===== src/hdl/asnc_pkg.sv =====
package asnc_pkg;

  // Field widths
  localparam int SampleW = 12;
  localparam int ValW    = 16;
  localparam int AlphaW  = 17;
  localparam int ThrW    = 15;
  localparam int CfgIdxW = 2;
  localparam int CfgDatW = 17;

  // Q16 unity for the smoothing factor
  localparam logic [AlphaW-1:0] ALPHA_ONE = AlphaW'(65536);

  // Length of a calibration window after reset
  localparam logic [ValW-1:0] CAL_LEN_RESET = ValW'(2000);

  // Configuration register indexes
  typedef enum logic [CfgIdxW-1:0] {
    CFG_FILTER_ALPHA  = 2'd0,
    CFG_INVERT_OUTPUT = 2'd1,
    CFG_CAL_LENGTH    = 2'd2
  } cfg_idx_t;

  // Calibration window state
  typedef struct packed {
    logic                active;
    logic [ValW-1:0]     count;
    logic [ValW-1:0]     ceiling;
    logic [ValW-1:0]     floor_v;
    logic [ThrW-1:0]     threshold;
    logic [ValW-1:0]     idle;
  } cal_state_t;

  // Min/max tracking state
  typedef struct packed {
    logic [ValW-1:0] max_v;
    logic [ValW-1:0] min_v;
  } ext_state_t;

endpackage


===== src/hdl/asnc_smooth.sv =====
module asnc_smooth import asnc_pkg::*; (
  input  logic [ValW-1:0]    prev,
  input  logic [SampleW-1:0] sample,
  input  logic [AlphaW-1:0]  alpha,
  output logic [ValW-1:0]    value
);

  logic [ValW-1:0]       wide_x;
  logic signed [ValW:0]  diff;
  logic signed [AlphaW:0] alpha_s;
  logic signed [34:0]    prod;
  logic                  filter_on;

  // Widen the sample to 16 bits
  assign wide_x = {sample, 4'b0000};

  // Filter off at zero and above unity
  assign filter_on = (alpha != '0) && (alpha <= ALPHA_ONE);

  // prev + floor(alpha * (x - prev) / 65536); arithmetic shift floors,
  // only the low 16 bits of the quotient reach the wrapped sum
  assign diff    = $signed({1'b0, wide_x}) - $signed({1'b0, prev});
  assign alpha_s = $signed({1'b0, alpha});
  assign prod    = 35'(alpha_s * diff);

  assign value = filter_on ? ValW'(prev + prod[31:16]) : wide_x;

endmodule


===== src/hdl/asnc_calib.sv =====
module asnc_calib import asnc_pkg::*; (
  input  cal_state_t      cur,
  input  logic [ValW-1:0] value,
  input  logic            start,
  input  logic [ValW-1:0] cal_len,
  output cal_state_t      nxt,
  output logic            done
);

  logic            active;
  logic [ValW-1:0] span;
  logic [ThrW-1:0] thr;

  assign active = cur.active | start;
  assign span   = cur.ceiling - cur.floor_v;
  assign thr    = span[ValW-1:1];

  // Gather ceiling/floor while the count is below the length, close after
  always_comb begin
    nxt  = cur;
    done = 1'b0;
    nxt.active = active;
    if (active) begin
      if (cur.count < cal_len) begin
        if (cur.count == '0) begin
          nxt.ceiling = value;
          nxt.floor_v = value;
        end else if (value > cur.ceiling) begin
          nxt.ceiling = value;
        end else if (value < cur.floor_v) begin
          nxt.floor_v = value;
        end
        nxt.count = cur.count + ValW'(1);
      end else begin
        nxt.active    = 1'b0;
        nxt.count     = '0;
        nxt.threshold = thr;
        nxt.idle      = cur.floor_v + ValW'(thr);
        done          = 1'b1;
      end
    end
  end

endmodule


===== src/hdl/asnc_extreme.sv =====
module asnc_extreme import asnc_pkg::*; (
  input  ext_state_t      cur,
  input  logic [ValW-1:0] rd,
  input  logic            reseed,
  output ext_state_t      nxt
);

  ext_state_t seeded;

  // Optional reseed around the reading, saturated at both ends
  always_comb begin
    seeded = cur;
    if (reseed) begin
      seeded.max_v = (rd == '1) ? rd : rd + ValW'(1);
      seeded.min_v = (rd == '0) ? rd : rd - ValW'(1);
    end
  end

  // Independent max and min compares
  always_comb begin
    nxt.max_v = (rd > seeded.max_v) ? rd : seeded.max_v;
    nxt.min_v = (rd < seeded.min_v) ? rd : seeded.min_v;
  end

endmodule


===== src/hdl/adc_smoothing_noise_calibrator_core.sv =====
// Channel   Direction  Handshake          Payload
// in_       input      in_valid/in_stall   adc_sample, start_calibration, reseed_extremes
// out_      output     out_valid/out_stall reading, calibrating, calibration_done,
//                                          noise_threshold, idle_level, tracked_max/min
// cfg_      input      cfg_valid/cfg_ready cfg_index, cfg_data
//
// One item per cycle sustained while out_stall is low; an accepted item passes through
// the input register, then the smoother multiply-add and compares into the result register,
// which raises out_valid. Reset (rst_n low, synchronous) clears the valid flags and item
// state and loads the register defaults; the payload registers are not reset.
// out_stall holds the result register; the input register still takes an item
// while the result waits, and in_stall rises only when both are full.
// cfg_ready is always high.
module adc_smoothing_noise_calibrator_core import asnc_pkg::*; (
  input  logic               clk,
  input  logic               rst_n,
  // input channel
  input  logic               in_valid,
  output logic               in_stall,
  input  logic [SampleW-1:0] in_adc_sample,
  input  logic               in_start_calibration,
  input  logic               in_reseed_extremes,
  // result channel
  output logic               out_valid,
  input  logic               out_stall,
  output logic [ValW-1:0]    out_reading,
  output logic               out_calibrating,
  output logic               out_calibration_done,
  output logic [ThrW-1:0]    out_noise_threshold,
  output logic [ValW-1:0]    out_idle_level,
  output logic [ValW-1:0]    out_tracked_max,
  output logic [ValW-1:0]    out_tracked_min,
  // configuration
  input  logic               cfg_valid,
  output logic               cfg_ready,
  input  logic [CfgIdxW-1:0] cfg_index,
  input  logic [CfgDatW-1:0] cfg_data
);

  // Configuration registers
  logic [AlphaW-1:0] alpha_r;
  logic              invert_r;
  logic [ValW-1:0]   cal_len_r;

  // Input register
  logic               s1_valid_r;
  logic [SampleW-1:0] s1_sample_r;
  logic               s1_start_r;
  logic               s1_reseed_r;

  // Item state
  logic [ValW-1:0] cur_val_r;
  cal_state_t      cal_r;
  ext_state_t      ext_r;

  // Result register
  logic            out_valid_r;
  logic [ValW-1:0] out_reading_r;
  logic            out_cal_r;
  logic            out_done_r;
  logic [ThrW-1:0] out_thr_r;
  logic [ValW-1:0] out_idle_r;
  logic [ValW-1:0] out_max_r;
  logic [ValW-1:0] out_min_r;

  logic            s2_load;
  logic            s1_load;
  logic [ValW-1:0] cur_val_nxt;
  logic [ValW-1:0] rd_nxt;
  cal_state_t      cal_nxt;
  ext_state_t      ext_nxt;
  logic            done_nxt;

  // Handshake
  assign s2_load  = s1_valid_r && (!out_valid_r || !out_stall);
  assign in_stall = s1_valid_r && !s2_load;
  assign s1_load  = in_valid && !in_stall;
  assign cfg_ready = 1'b1;

  // Datapath
  asnc_smooth u_smooth (
    .prev   (cur_val_r),
    .sample (s1_sample_r),
    .alpha  (alpha_r),
    .value  (cur_val_nxt)
  );

  asnc_calib u_calib (
    .cur     (cal_r),
    .value   (cur_val_nxt),
    .start   (s1_start_r),
    .cal_len (cal_len_r),
    .nxt     (cal_nxt),
    .done    (done_nxt)
  );

  assign rd_nxt = invert_r ? ~cur_val_nxt : cur_val_nxt;

  asnc_extreme u_extreme (
    .cur    (ext_r),
    .rd     (rd_nxt),
    .reseed (s1_reseed_r),
    .nxt    (ext_nxt)
  );

  // Configuration writes
  always_ff @(posedge clk) begin
    if (!rst_n) begin
      alpha_r   <= '0;
      invert_r  <= 1'b0;
      cal_len_r <= CAL_LEN_RESET;
    end else if (cfg_valid && cfg_ready) begin
      case (cfg_index)
        CFG_FILTER_ALPHA:  alpha_r   <= cfg_data;
        CFG_INVERT_OUTPUT: invert_r  <= cfg_data[0];
        CFG_CAL_LENGTH:    cal_len_r <= cfg_data[ValW-1:0];
        default: ;
      endcase
    end
  end

  // Input register
  always_ff @(posedge clk) begin
    if (!rst_n) begin
      s1_valid_r <= 1'b0;
    end else if (s1_load) begin
      s1_valid_r <= 1'b1;
    end else if (s2_load) begin
      s1_valid_r <= 1'b0;
    end
  end

  always_ff @(posedge clk) begin
    if (s1_load) begin
      s1_sample_r <= in_adc_sample;
      s1_start_r  <= in_start_calibration;
      s1_reseed_r <= in_reseed_extremes;
    end
  end

  // State update, one item per load
  always_ff @(posedge clk) begin
    if (!rst_n) begin
      cur_val_r <= '0;
      cal_r     <= '0;
      ext_r.max_v <= '0;
      ext_r.min_v <= '1;
    end else if (s2_load) begin
      cur_val_r <= cur_val_nxt;
      cal_r     <= cal_nxt;
      ext_r     <= ext_nxt;
    end
  end

  // Result register
  always_ff @(posedge clk) begin
    if (!rst_n) begin
      out_valid_r <= 1'b0;
    end else if (s2_load) begin
      out_valid_r <= 1'b1;
    end else if (!out_stall) begin
      out_valid_r <= 1'b0;
    end
  end

  always_ff @(posedge clk) begin
    if (s2_load) begin
      out_reading_r <= rd_nxt;
      out_cal_r     <= cal_nxt.active;
      out_done_r    <= done_nxt;
      out_thr_r     <= cal_nxt.threshold;
      out_idle_r    <= cal_nxt.idle;
      out_max_r     <= ext_nxt.max_v;
      out_min_r     <= ext_nxt.min_v;
    end
  end

  assign out_valid            = out_valid_r;
  assign out_reading          = out_reading_r;
  assign out_calibrating      = out_cal_r;
  assign out_calibration_done = out_done_r;
  assign out_noise_threshold  = out_thr_r;
  assign out_idle_level       = out_idle_r;
  assign out_tracked_max      = out_max_r;
  assign out_tracked_min      = out_min_r;

  // Checks
  a_done_closes: assert property (@(posedge clk) disable iff (!rst_n)
    (out_valid_r && out_done_r) |-> !out_cal_r)
    else $error("calibration_done with window still open");

  a_extremes_bound: assert property (@(posedge clk) disable iff (!rst_n)
    out_valid_r |-> (out_max_r >= out_reading_r) && (out_min_r <= out_reading_r))
    else $error("tracked extremes do not bound the reading");

  a_state_hold: assert property (@(posedge clk) disable iff (!rst_n)
    (!s2_load) |=> $stable(cur_val_r) && $stable(cal_r))
    else $error("item state changed without an item");

endmodule

===== config.mk =====
export PLATFORM = sky130hd
export DESIGN_NAME = adc_smoothing_noise_calibrator_core
export DESIGN_NICKNAME = d
export VERILOG_FILES = /design/src/hdl/asnc_pkg.sv /design/src/hdl/asnc_smooth.sv /design/src/hdl/asnc_calib.sv /design/src/hdl/asnc_extreme.sv /design/src/hdl/adc_smoothing_noise_calibrator_core.sv
export SDC_FILE = /design/constraint.sdc
export NUM_CORES = 1
export LEC_CHECK = 0
export BUFFER_PORTS_ARGS = -buffer_cell sky130_fd_sc_hd__buf_2
export CAP_MARGIN = 25
export CORE_UTILIZATION = 58
export CTS_CLUSTER_SIZE = 24
export DETAILED_ROUTE_END_ITERATION = 8
export PLACE_DENSITY_LB_ADDON = 0.2
export SYNTH_ARGS = -nofsm -noshare
export SYNTH_HDL_FRONTEND = slang
export SYNTH_SLANG_ARGS = --single-unit
export TNS_END_PERCENT = 100

===== constraint.sdc =====
create_clock -name clk -period 14.95 [get_ports clk]
set_clock_uncertainty 0.15 [all_clocks]
set_input_delay 0.7475 -clock clk [delete_from_list [all_inputs] [get_ports clk]]
set_output_delay 0.7475 -clock clk [all_outputs]
set_load 0.03 [all_outputs]

==> results of run 1 <==
-- worst max-delay path, delay by kind of cell (launching register included) --
kind / cells / cell delay [ps]
adders and majority gates: 11 / 4610
AOI/OAI and AO/OA: 20 / 4140
and+or+nand+nor: 21 / 3890
muxes: 2 / 560
DFF: 1 / 510
buffers and inverters: 3 / 190
-- power groups by stage --
stage / combinational, W / clock, W / sequential (W)
global route: 0.00437 / 0.000723 / 0.000964
finish: 0.00401 / 0.000687 / 0.000955
detailed placement: 0.00383 / 0 / 0.000968
CTS: 0.00388 / 0.000698 / 0.000954
floorplan: 0.00254 / 0 / 0.00105
global placement: 0.00377 / 0 / 0.000966
-- routing by layer --
layer	routed length (um)	up-vias	share of wire
met5	0	-	0
met4	3000	0	0.043
met3	4820	199	0.069
met2	33500	904	0.48
met1	28400	10200	0.41
li1	-	9777	-
-- state kept, by name (all words and copies together) (netlist names) --
name / cells
alpha_r: 17
out_noise_threshold: 15
out_calibrating: 1
s1_valid_r: 1
out_calibration_done: 1
out_reading: 16
out_idle_level: 16
s1_reseed_r: 1
out_valid: 1
out_tracked_max: 16
s1_sample_r: 12
out_tracked_min: 16
s1_start_r: 1
ext_r: 32
cur_val_r: 16
cal_r: 80
invert_r: 1
cal_len_r: 16
-- placed cells by master (no fill, tap or decap), drive strengths merged, types with 54 or more instances in the layout --
cell    netlist  final
buf          24    229
xnor2        90     91
dfxtp       164    164
ha          240    240
inv         413    419
nand3        56     56
fa          226    226
mux2i        54     54
nor2        185    185
a21oi       159    159
nand2       320    320
edfxtp       95     95
o21ai        80     80
and2        123    123
-- cell type report --
| class | instances | area share |
|---|---|---|
| clock inverter | 16 | 0.00500 |
| multi-input combinational | 2048 | 0.618 |
| tap | 585 | 0.0259 |
| sequential | 259 | 0.217 |
| timing repair buffer | 229 | 0.0519 |
| inverter | 416 | 0.0554 |
| clock buffer | 34 | 0.0267 |
-- repair_timing --
| item | CTS | global route |
|---|---|---|
| gates cloned | 0 | 1 |
| setup buffers | 0 | 8 |
| pin swaps | 0 | 8 |
| resized for setup | 5 | 42 |
| endpoints found under the setup margin | 10 | 64 |
-- kinds of logic (layout without fill, tap and decap cells) --
kind of cell,after synthesis,count (layout),synth area share
other cells,1,1,0.000148
fa+ha+maj,469,469,0.298
flops,259,259,0.242
mux,91,91,0.0382
buf+inv,541,695,0.0820
compound gates,516,516,0.137
simple gates,856,856,0.161
xor+xnor,114,115,0.0421
-- cells in the mapped netlist, types with 10 or more instances --
| cell | count |
|---|---|
| a211o_1 | 10 |
| a211oi_1 | 31 |
| a21o_1 | 36 |
| a21oi_1 | 157 |
| a311oi_1 | 10 |
| a31oi_1 | 13 |
| and2_1 | 122 |
| clkbuf_1 | 100 |
| dfxtp_1 | 164 |
| edfxtp_1 | 95 |
| fa_1 | 226 |
| ha_1 | 240 |
| inv_1 | 406 |
| mux2_2 | 35 |
| mux2i_1 | 53 |
| nand2_1 | 319 |
| nand2b_1 | 17 |
| nand3_1 | 56 |
| nand4_1 | 24 |
| nor2_1 | 183 |
| nor2b_1 | 15 |
| nor3_1 | 45 |
| nor4_1 | 15 |
| o211ai_1 | 12 |
| o21a_1 | 40 |
| o21ai_0 | 63 |
| o21ai_1 | 15 |
| o21bai_1 | 25 |
| or3_1 | 12 |
| xnor2_1 | 83 |
| xor2_1 | 23 |
-- metrics by stage --
step	hold slack [ps]	utilization
finish	213	0.656
CTS	194	0.649
global route	202	0.656
floorplan	277	-
global placement	284	0.627
detailed placement	301	0.627
-- how the worst max path moves through the flow --
stage / from / end
finish: s1_sample_r[9]$_DFFE_PP_ / out_tracked_max[5]$_DFFE_PP_
global route: s1_sample_r[2]$_DFFE_PP_ / out_tracked_max[5]$_DFFE_PP_
CTS: s1_sample_r[1]$_DFFE_PP_ / out_tracked_max[5]$_DFFE_PP_
detailed placement: s1_sample_r[1]$_DFFE_PP_ / out_tracked_max[5]$_DFFE_PP_
global placement: cur_val_r[5]$_SDFFE_PN0P_ / out_tracked_max[5]$_DFFE_PP_
floorplan: cur_val_r[0]$_SDFFE_PN0P_ / out_tracked_max[5]$_DFFE_PP_
==> results_dict.tcl, run 1 <==
set metrics [dict create \
    outcome "completed" \
    met1_usage 0.411 \
    hold_end "s1_reseed_r$_DFFE_PP_" \
    synth.avg_cell_area_um2 8.92 \
    grt_busiest_layer "met2" \
    clkPwrFrac 0.122 \
    p_per_area_nw_per_um2 200 \
    synth_edf_count 95 \
    multi_input_area_um2 17500 \
    ff2ff_path_depth 57 \
    layout-drive-gt1-share 0.139 \
    ys_seq_elements 259 \
    met2_usage 0.542 \
    swShare 0.497 \
    maxCapViolations 0 \
    htree_levels 1 \
    place_worst_setup_slack_ps -53.7 \
    viasPerCell 5.88 \
    antenna_found_initial 0 \
    p_leak_nw 13.0 \
    maxSlewViolCount 0 \
    grt_overflow 0 \
    place_inst 3525 \
    grt_pass1_wl_mm 112 \
    drt_iter0_markers 1600 \
    area_delta_synth_final_pct 11.3 \
    r2r_slack_ps 560 \
    vias 21100 \
    endpoint_kind "register" \
    instances_no_fill 3587 \
    syn_nets 3351 \
    yosysWarnings 0 \
    min_period_ps 14390 \
    yosysTopAreaCell "fa_1" \
    ir_drop_mv 0.200 \
    antenna-diode-count 0 \
    cp.required_ps 15070 \
    track_usage 0.318 \
    clk_latency_ps 560 \
    place_area_um2 27000 \
    hpwlAfterDp_mm 53.3 \
    rows 76 \
    cp.arrival_ps 14510 \
    routed_wl_mm 69.8 \
    worstSetupPathType "register to register" \
    postRouteAntennaNets 0 \
    clk_pin_slew_ps 70 \
    drtPass1Iterations 5 \
    clock-sinks 259 \
    fin_nets 3485 \
    yosys.area.top_type_share 0.178 \
    power_switching_w 0.00281 \
    ys_top_cells_by_area "fa_1 (18%), dfxtp_1 (13%), ha_1 (12%)" \
    worstHoldPathType "primary input to register" \
    grt_start_max_net_pins 71 \
    synth.distinct_cells 107 \
    timing.slew.headroom 0.153 \
    startpoint_type "register" \
    hold_viol 0 \
    power.internal_w 0.00284 \
    r2r-start "s1_sample_r[9]$_DFFE_PP_" \
    synthCells 2847 \
    finalSetupTns_ps 0 \
    seqPwrFrac 0.169 \
    p_comb_frac 0.710 \
    slowest_delay_ps 530 \
    tritoncts "built" \
    period_share 0.962 \
    port_buffers 120 \
    gp_congestion 0.967 \
    fp.dieW_um 211 \
    coreArea_um2 43100 \
    clockBufferDepth 3 \
    finalSetupViolCount 0 \
    pin_count 122 \
    grt_pass1_vias 21600 \
    rr_endpoint "out_tracked_max[5]$_DFFE_PP_" \
    slowest_stage "fa_1" \
    cp_max_fo 7 \
    synthArstFlopShare 0 \
    cts_root_buf "clkbuf_16" \
    synth_ff_type "dfxtp_1" \
    netlist_area_um2 25400 \
    cp_common_cell "fa_1" \
    hp-start "in_reseed_extremes" \
    p_total_w 0.00566 \
    ys_seq_area_frac 0.242 \
    fin_ws_ps 561 \
    hold_buffers 0 \
    cts_made_buffers 27 \
    fillers 3587 \
    start_util 0.589 \
    met3_usage 0.0351 \
    tightest_slew_ps 1260 \
    post_drt_wl_per_cell_um 19.5 \
    area.sequential_um2 6140 \
    hold_depth 1 \
    post-route-cell-area_um2 28300 \
    dieArea_um2 44600 \
    fmaxAchievable_ghz 0.0695 \
    drc 0 \
    fp.dieH_um 211 \
]
Power figures use the tool's default switching activity.
==> run 2: changes to the inputs <==
--- a/config.mk
+++ b/config.mk
@@ -13,5 +13,6 @@
 export PLACE_DENSITY_LB_ADDON = 0.2
 export SYNTH_ARGS = -nofsm -noshare
 export SYNTH_HDL_FRONTEND = slang
+export SYNTH_HIERARCHICAL = 1
 export SYNTH_SLANG_ARGS = --single-unit
 export TNS_END_PERCENT = 100
==> run 2 against run 1 <==
Sequential share of layout area decreased by 0.34 points. Sequential cell count unchanged. Hold slack improved by 1.6 ps. Combinational power increased by 8.0%. Design area increased by 1.6%. Via count about the same. Synthesized cell count increased by 4.1%. First-iteration DRC count increased by 0.25%. Die area increased by 4.8%. Global-route usage decreased by 2.6 points.
==> results_dict.tcl, run 2 <==
set metrics [dict create \
    outcome "completed" \
    area_delta_synth_final_pct 7.81 \
    rr_endpoint "ext_r[6]$_SDFFE_PN1P_" \
    port_buffers 120 \
    largest_reg_flops 80 \
    area.sequential_um2 6140 \
    coreArea_um2 45300 \
    min_period_ps 14280 \
    layout_commonest_cell "nand2_1" \
    tritoncts "built" \
    htree_levels 1 \
    cp_common_cell "fa_1" \
    reg.largest.list "cal_r: 80 flops, ext_r: 32 flops, alpha_r: 17 flops" \
    p_per_area_nw_per_um2 210 \
    hp-start "in_adc_sample[3]" \
    clkPwrFrac 0.115 \
    power_switching_w 0.00308 \
    yosysTopAreaCell "fa_1" \
    track_usage 0.291 \
    drt_iter0_markers 1604 \
    timing.slew.headroom 0.301 \
    grt_pass1_wl_mm 110 \
    worstHoldPathType "primary input to register" \
    p_total_w 0.00603 \
    vias 21100 \
    hold_buffers 0 \
    synthCells 2963 \
    pin_count 122 \
    synthArstFlopShare 0 \
    maxSlewViolCount 0 \
    worstSetupPathType "register to register" \
    syn_nets 3475 \
    hpwlAfterDp_mm 49.2 \
    grt_overflow 0 \
    synth.distinct_cells 96 \
    swShare 0.512 \
    p_leak_nw 13.3 \
    drc 0 \
    finalSetupViolCount 0 \
    crit_path_start "cur_val_r[6]$_SDFFE_PN0P_" \
    instances_no_fill 3654 \
    yosys.area.top_type_share 0.170 \
    clk_pin_slew_ps 70 \
    fp.dieH_um 216 \
    start_util 0.588 \
    ys_top_cells_by_area "fa_1 (17%), dfxtp_1 (12%), ha_1 (12%)" \
    layout-drive-gt1-share 0.114 \
    grt_pass1_vias 21600 \
    cts_root_buf "clkbuf_16" \
    endpoint_kind "register" \
    post_drt_wl_per_cell_um 18.5 \
    hold_end "s1_sample_r[3]$_DFFE_PP_" \
    fp.dieW_um 216 \
    cp_max_fo 14 \
    netlist_area_um2 26600 \
    cp.required_ps 15210 \
    fillers 3832 \
    power.internal_w 0.00294 \
    fin_nets 3546 \
    hold_viol 0 \
    antenna_found_initial 1 \
    place_inst 3598 \
    synth.avg_cell_area_um2 8.98 \
    rows 78 \
    startpoint_type "register" \
    synthTopCellsByCount "nand2_1 (532), inv_1 (380), ha_1 (248)" \
    dieArea_um2 46700 \
    grt_start_max_net_pins 159 \
    postRouteAntennaNets 0 \
    hold_depth 1 \
    viasPerCell 5.77 \
    clockBufferDepth 3 \
    maxCapViolations 0 \
    cts_made_buffers 27 \
    r2r-start "cur_val_r[6]$_SDFFE_PN0P_" \
    ir_drop_mv 0.229 \
    p_comb_frac 0.719 \
    antenna-diode-count 0 \
    slowest_stage "fa_1" \
    seqPwrFrac 0.166 \
    top_register "cal_r" \
    multi_input_area_um2 18300 \
    period_share 0.955 \
    tightest_slew_ps 1050 \
    yosysWarnings 6 \
    clk_latency_ps 560 \
    gp_congestion 0.946 \
    r2r_slack_ps 670 \
    synth_edf_count 95 \
    clock-sinks 259 \
    fmaxAchievable_ghz 0.0700 \
    routed_wl_mm 67.7 \
    ys_seq_area_frac 0.231 \
    cp.arrival_ps 14540 \
    drtPass1Iterations 5 \
    yosysMostFrequentCell "nand2_1" \
    synth_ff_type "dfxtp_1" \
    slowest_delay_ps 590 \
    ff2ff_path_depth 54 \
    ys_seq_elements 259 \
    final_cell_mix "nand2_1 (531), inv_1 (380), ha_1 (247)" \
]
[run 2: metal layers]
metal / vias up / global-route usage / wire [um]
met1: 10300 / 0.370 / 28800
met3: 156 / 0.0320 / 3520
li1: 9990 / - / -
met4: 2 / 0.103 / 2290
met5: - / 0 / 13
met2: 615 / 0.511 / 33100
[run 2: final cells by class]
| type | count | share of cell area |
|---|---|---|
| Clock buffer | 34 | 0.0259 |
| Clock inverter | 15 | 0.00554 |
| Inverter | 381 | 0.0498 |
| Multi-Input combinational cell | 2177 | 0.638 |
| Sequential cell | 259 | 0.214 |
| Tap cell | 600 | 0.0262 |
| Timing Repair Buffer | 188 | 0.0411 |
[run 2: how the worst max path moves through the flow]
| stage | end | slack [ps] | cells after the start |
|---|---|---|---|
| after floorplan | ext_r[29]$_SDFFE_PN0P_ | 1230 | 58 |
| after global placement | ext_r[26]$_SDFFE_PN0P_ | 410 | 51 |
| after detailed placement | ext_r[26]$_SDFFE_PN0P_ | 170 | 53 |
| after CTS | ext_r[26]$_SDFFE_PN0P_ | 150 | 53 |
| after global routing | ext_r[26]$_SDFFE_PN0P_ | -30 | 57 |
| final | ext_r[6]$_SDFFE_PN1P_ | 670 | 54 |
[run 2: repair_timing]
| action | 4_1_cts | 5_1_grt |
|---|---|---|
| setup buffers | 0 | 3 |
| endpoints found under the setup margin | 0 | 64 |
| gates resized for setup | 0 | 16 |
| endpoints found under the hold margin | 0 | 0 |
[run 2: power groups by stage]
stage	Combinational (W)	Sequential [W]	Clock (W)
floorplan	0.00285	0.00109	0
global placement	0.00409	0.00101	0
detailed placement	0.00419	0.00101	0
CTS	0.00423	0.00100	0.000707
global route	0.00477	0.00101	0.000731
finish	0.00433	0.00100	0.000693
[run 2: worst max-delay path, delay by kind of cell (launching register included)]
family,cells,cell delay (ps)
and+or+nand+nor,16,3530
adders and majority gates,10,4430
buffers and inverters,6,660
AOI/OAI and AO/OA,17,3960
xor gates and xnor gates,4,980
DFF,1,350
muxes,1,70
[run 2: logic make-up after synthesis]
group	Yosys count	share of synthesized area
and+or+nand+nor	1007	0.178
AOI/OAI and AO/OA	354	0.0905
muxes	233	0.0920
buffers and inverters	527	0.0866
adders and majority gates	474	0.287
DFF	259	0.231
xor gates and xnor gates	108	0.0355
other	1	0.000141
[run 2: metrics by stage]
stage	hold WS (ps)	worst slack [ps]	setup TNS, ps	instance area, um^2	utilization
final	215	672	0	28700	0.634
after CTS	186	150	0	28500	0.629
after floorplan	280	1230	0	26600	-
after detailed placement	297	173	0	27600	0.610
after global routing	194	-32.2	-57.9	28700	0.634
after global placement	290	409	0	27600	0.609
==> run 3: changes to the inputs <==
--- a/config.mk
+++ b/config.mk
@@ -5,6 +5,7 @@
 export SDC_FILE = /design/constraint.sdc
 export NUM_CORES = 1
 export LEC_CHECK = 0
+export ABC_AREA = 1
 export BUFFER_PORTS_ARGS = -buffer_cell sky130_fd_sc_hd__buf_2
 export CAP_MARGIN = 25
 export CORE_UTILIZATION = 58
==> run 3 against run 2 <==
Global-route usage is 3.3 points higher. Design area is 2.6% higher. Routed wire length is 14% higher. Area after synthesis is 3.4% higher. Sequential share of layout area is 0.52 points lower. Worst setup slack better by 660 ps. Critical endpoint is now ext_r[20]$_SDFFE_PN0P_. Largest cell class unchanged.
==> results_dict.tcl, run 3 <==
set metrics [dict create \
    outcome "completed" \
    clock-sinks 259 \
    drt_iter0_markers 2071 \
    min_period_ps 13620 \
    timing.slew.headroom 0.213 \
    ys_top_cells_by_area "fa_1 (16%), nand2_1 (12%), dfxtp_1 (12%)" \
    tritoncts "built" \
    antenna_found_initial 1 \
    cts_setup_buffers 0 \
    reg.largest.list "cal_r: 80 flops, ext_r: 32 flops, alpha_r: 17 flops" \
    clk_latency_ps 580 \
    finalSetupViolCount 0 \
    endpoint_kind "register" \
    grt_overflow 0 \
    top_register "cal_r" \
    hpwlAfterDp_mm 58.3 \
    port_buffers 120 \
    drtPass1Iterations 6 \
    ys_seq_elements 259 \
    ff2ff_path_depth 61 \
    start_util 0.590 \
    period_share 0.911 \
    synthTopCellsByCount "nand2_1 (915), inv_1 (603), nor2_1 (457)" \
    layout-drive-gt1-share 0.0852 \
    r2r-start "cur_val_r[0]$_SDFFE_PN0P_" \
    slowest_delay_ps 760 \
    maxCapViolations 0 \
    cts_made_buffers 29 \
    cp_common_cell "nand2_1" \
    hold_buffers 0 \
    worstSetupPathType "register to register" \
    netlist_area_um2 27500 \
    synth.distinct_cells 67 \
    r2r_slack_ps 1330 \
    cts_resized 0 \
    grt_start_max_net_pins 114 \
    clockBufferDepth 3 \
    rows 79 \
    ys_seq_area_frac 0.223 \
    yosys.area.top_type_share 0.164 \
    synth_ff_type "dfxtp_1" \
    final_cell_mix "nand2_1 (914), inv_1 (603), nor2_1 (456)" \
    grt_pass1_vias 22800 \
    crit_path_start "cur_val_r[0]$_SDFFE_PN0P_" \
    yosysTopAreaCell "fa_1" \
    antenna-diode-count 0 \
    rr_endpoint "ext_r[20]$_SDFFE_PN0P_" \
    slowest_stage "xor2_1" \
    fillers 4302 \
    vias 24100 \
    grt_pass1_wl_mm 122 \
    multi_input_area_um2 18300 \
    clk_pin_slew_ps 70 \
    synthCells 3734 \
    pin_count 122 \
    drc 0 \
    post_drt_wl_per_cell_um 17.6 \
    routed_wl_mm 77.4 \
    worstHoldPathType "primary input to register" \
    rsz0062_at_grt "false" \
    hold_viol 0 \
    gp_congestion 1.01 \
    largest_reg_flops 80 \
    cp.arrival_ps 13940 \
    dieArea_um2 48300 \
    syn_nets 4246 \
    hold_end "s1_reseed_r$_DFFE_PP_" \
    area_delta_synth_final_pct 6.96 \
    hp-start "in_reseed_extremes" \
    viasPerCell 5.47 \
    hold_depth 1 \
    tightest_slew_ps 1180 \
    synth.avg_cell_area_um2 7.37 \
    track_usage 0.324 \
    yosysWarnings 6 \
    coreArea_um2 46700 \
    fin_nets 4292 \
    cp.required_ps 15270 \
    area.sequential_um2 6140 \
    fmaxAchievable_ghz 0.0734 \
    synth_edf_count 95 \
    maxSlewViolCount 0 \
    finalSetupTns_ps 0 \
    htree_levels 1 \
    fp.dieW_um 220 \
    layout_commonest_cell "nand2_1" \
    yosysMostFrequentCell "nand2_1" \
    cts_root_buf "clkbuf_16" \
    postRouteAntennaNets 0 \
    cp_max_fo 29 \
    fp.dieH_um 220 \
    startpoint_type "register" \
    synthArstFlopShare 0 \
]
==> run 3: cell types whose count changed after synthesis, sizes merged, moves of 38 or more <==
cell	change
nand3	+131
nand3b	+112
xnor2	-42
a21oi	+62
o21ai	+38
nor2b	-46
clkbuf	-40
mux2	-64
and2	-111
nor2	+369
nand2	+423
mux2i	-169
inv	+251
==> run 3: kinds of logic after synthesis <==
family                     Yosys count  share of synthesized area
buffers and inverters              775                      0.114
and+or+nand+nor                   1814                      0.292
DFF                                259                      0.223
adders and majority gates          474                      0.277
xor gates and xnor gates            80                     0.0260
other                                1                   0.000136
AOI/OAI and AO/OA                  331                     0.0684
==> run 3: layer usage <==
metal  vias up  routed length [um]  track usage
met5         -                   0            0
li1      11700                   -            -
met3       159                5180       0.0399
met2       877               36800        0.543
met1     11400               32400        0.426
met4         0                3010        0.128
==> run 3: layout make-up <==
cell class,count,area share
multi-input cells,2700,0.621
flip-flops and latches,259,0.209
inverters,637,0.0817
repair buffers,153,0.0300
clock buffers,36,0.0263
well taps,607,0.0258
clock inverters,17,0.00710
==> run 3: metrics by stage <==
step,cell area [um^2],setup slack (ps),utilization,hold slack [ps],std cells
floorplan,27500,3840,-,271,3734
global placement,28400,1730,0.609,289,4354
detailed placement,28400,1540,0.609,294,4355
CTS,29400,1470,0.630,172,4408
global route,29400,247,0.631,175,4409
finish,29400,1330,0.631,193,4409
==> run 3: worst max-delay path: cells and delay by family (launching register included) <==
kind / cells / cell delay, ps
XOR/XNOR: 3 / 1010
buffers and inverters: 14 / 1640
AO/OA/AOI/OAI: 10 / 2650
AND/OR/NAND/NOR: 24 / 3570
adder cells (fa/ha/maj): 10 / 4140
flip-flops: 1 / 310
==> run 3: worst max-delay path by stage <==
| stage | slack [ps] | cells past startpoint | to |
|---|---|---|---|
| after detailed placement | 1540 | 62 | ext_r[20]$_SDFFE_PN0P_ |
| after global placement | 1730 | 61 | ext_r[22]$_SDFFE_PN0P_ |
| after floorplan | 3840 | 72 | ext_r[25]$_SDFFE_PN0P_ |
| final | 1330 | 61 | ext_r[20]$_SDFFE_PN0P_ |
| after global routing | 250 | 66 | ext_r[22]$_SDFFE_PN0P_ |
| after CTS | 1470 | 62 | ext_r[20]$_SDFFE_PN0P_ |
Power of run 3 is not shown: default switching activity piles up to over one toggle a cycle in this logic, so the estimate is an artifact.
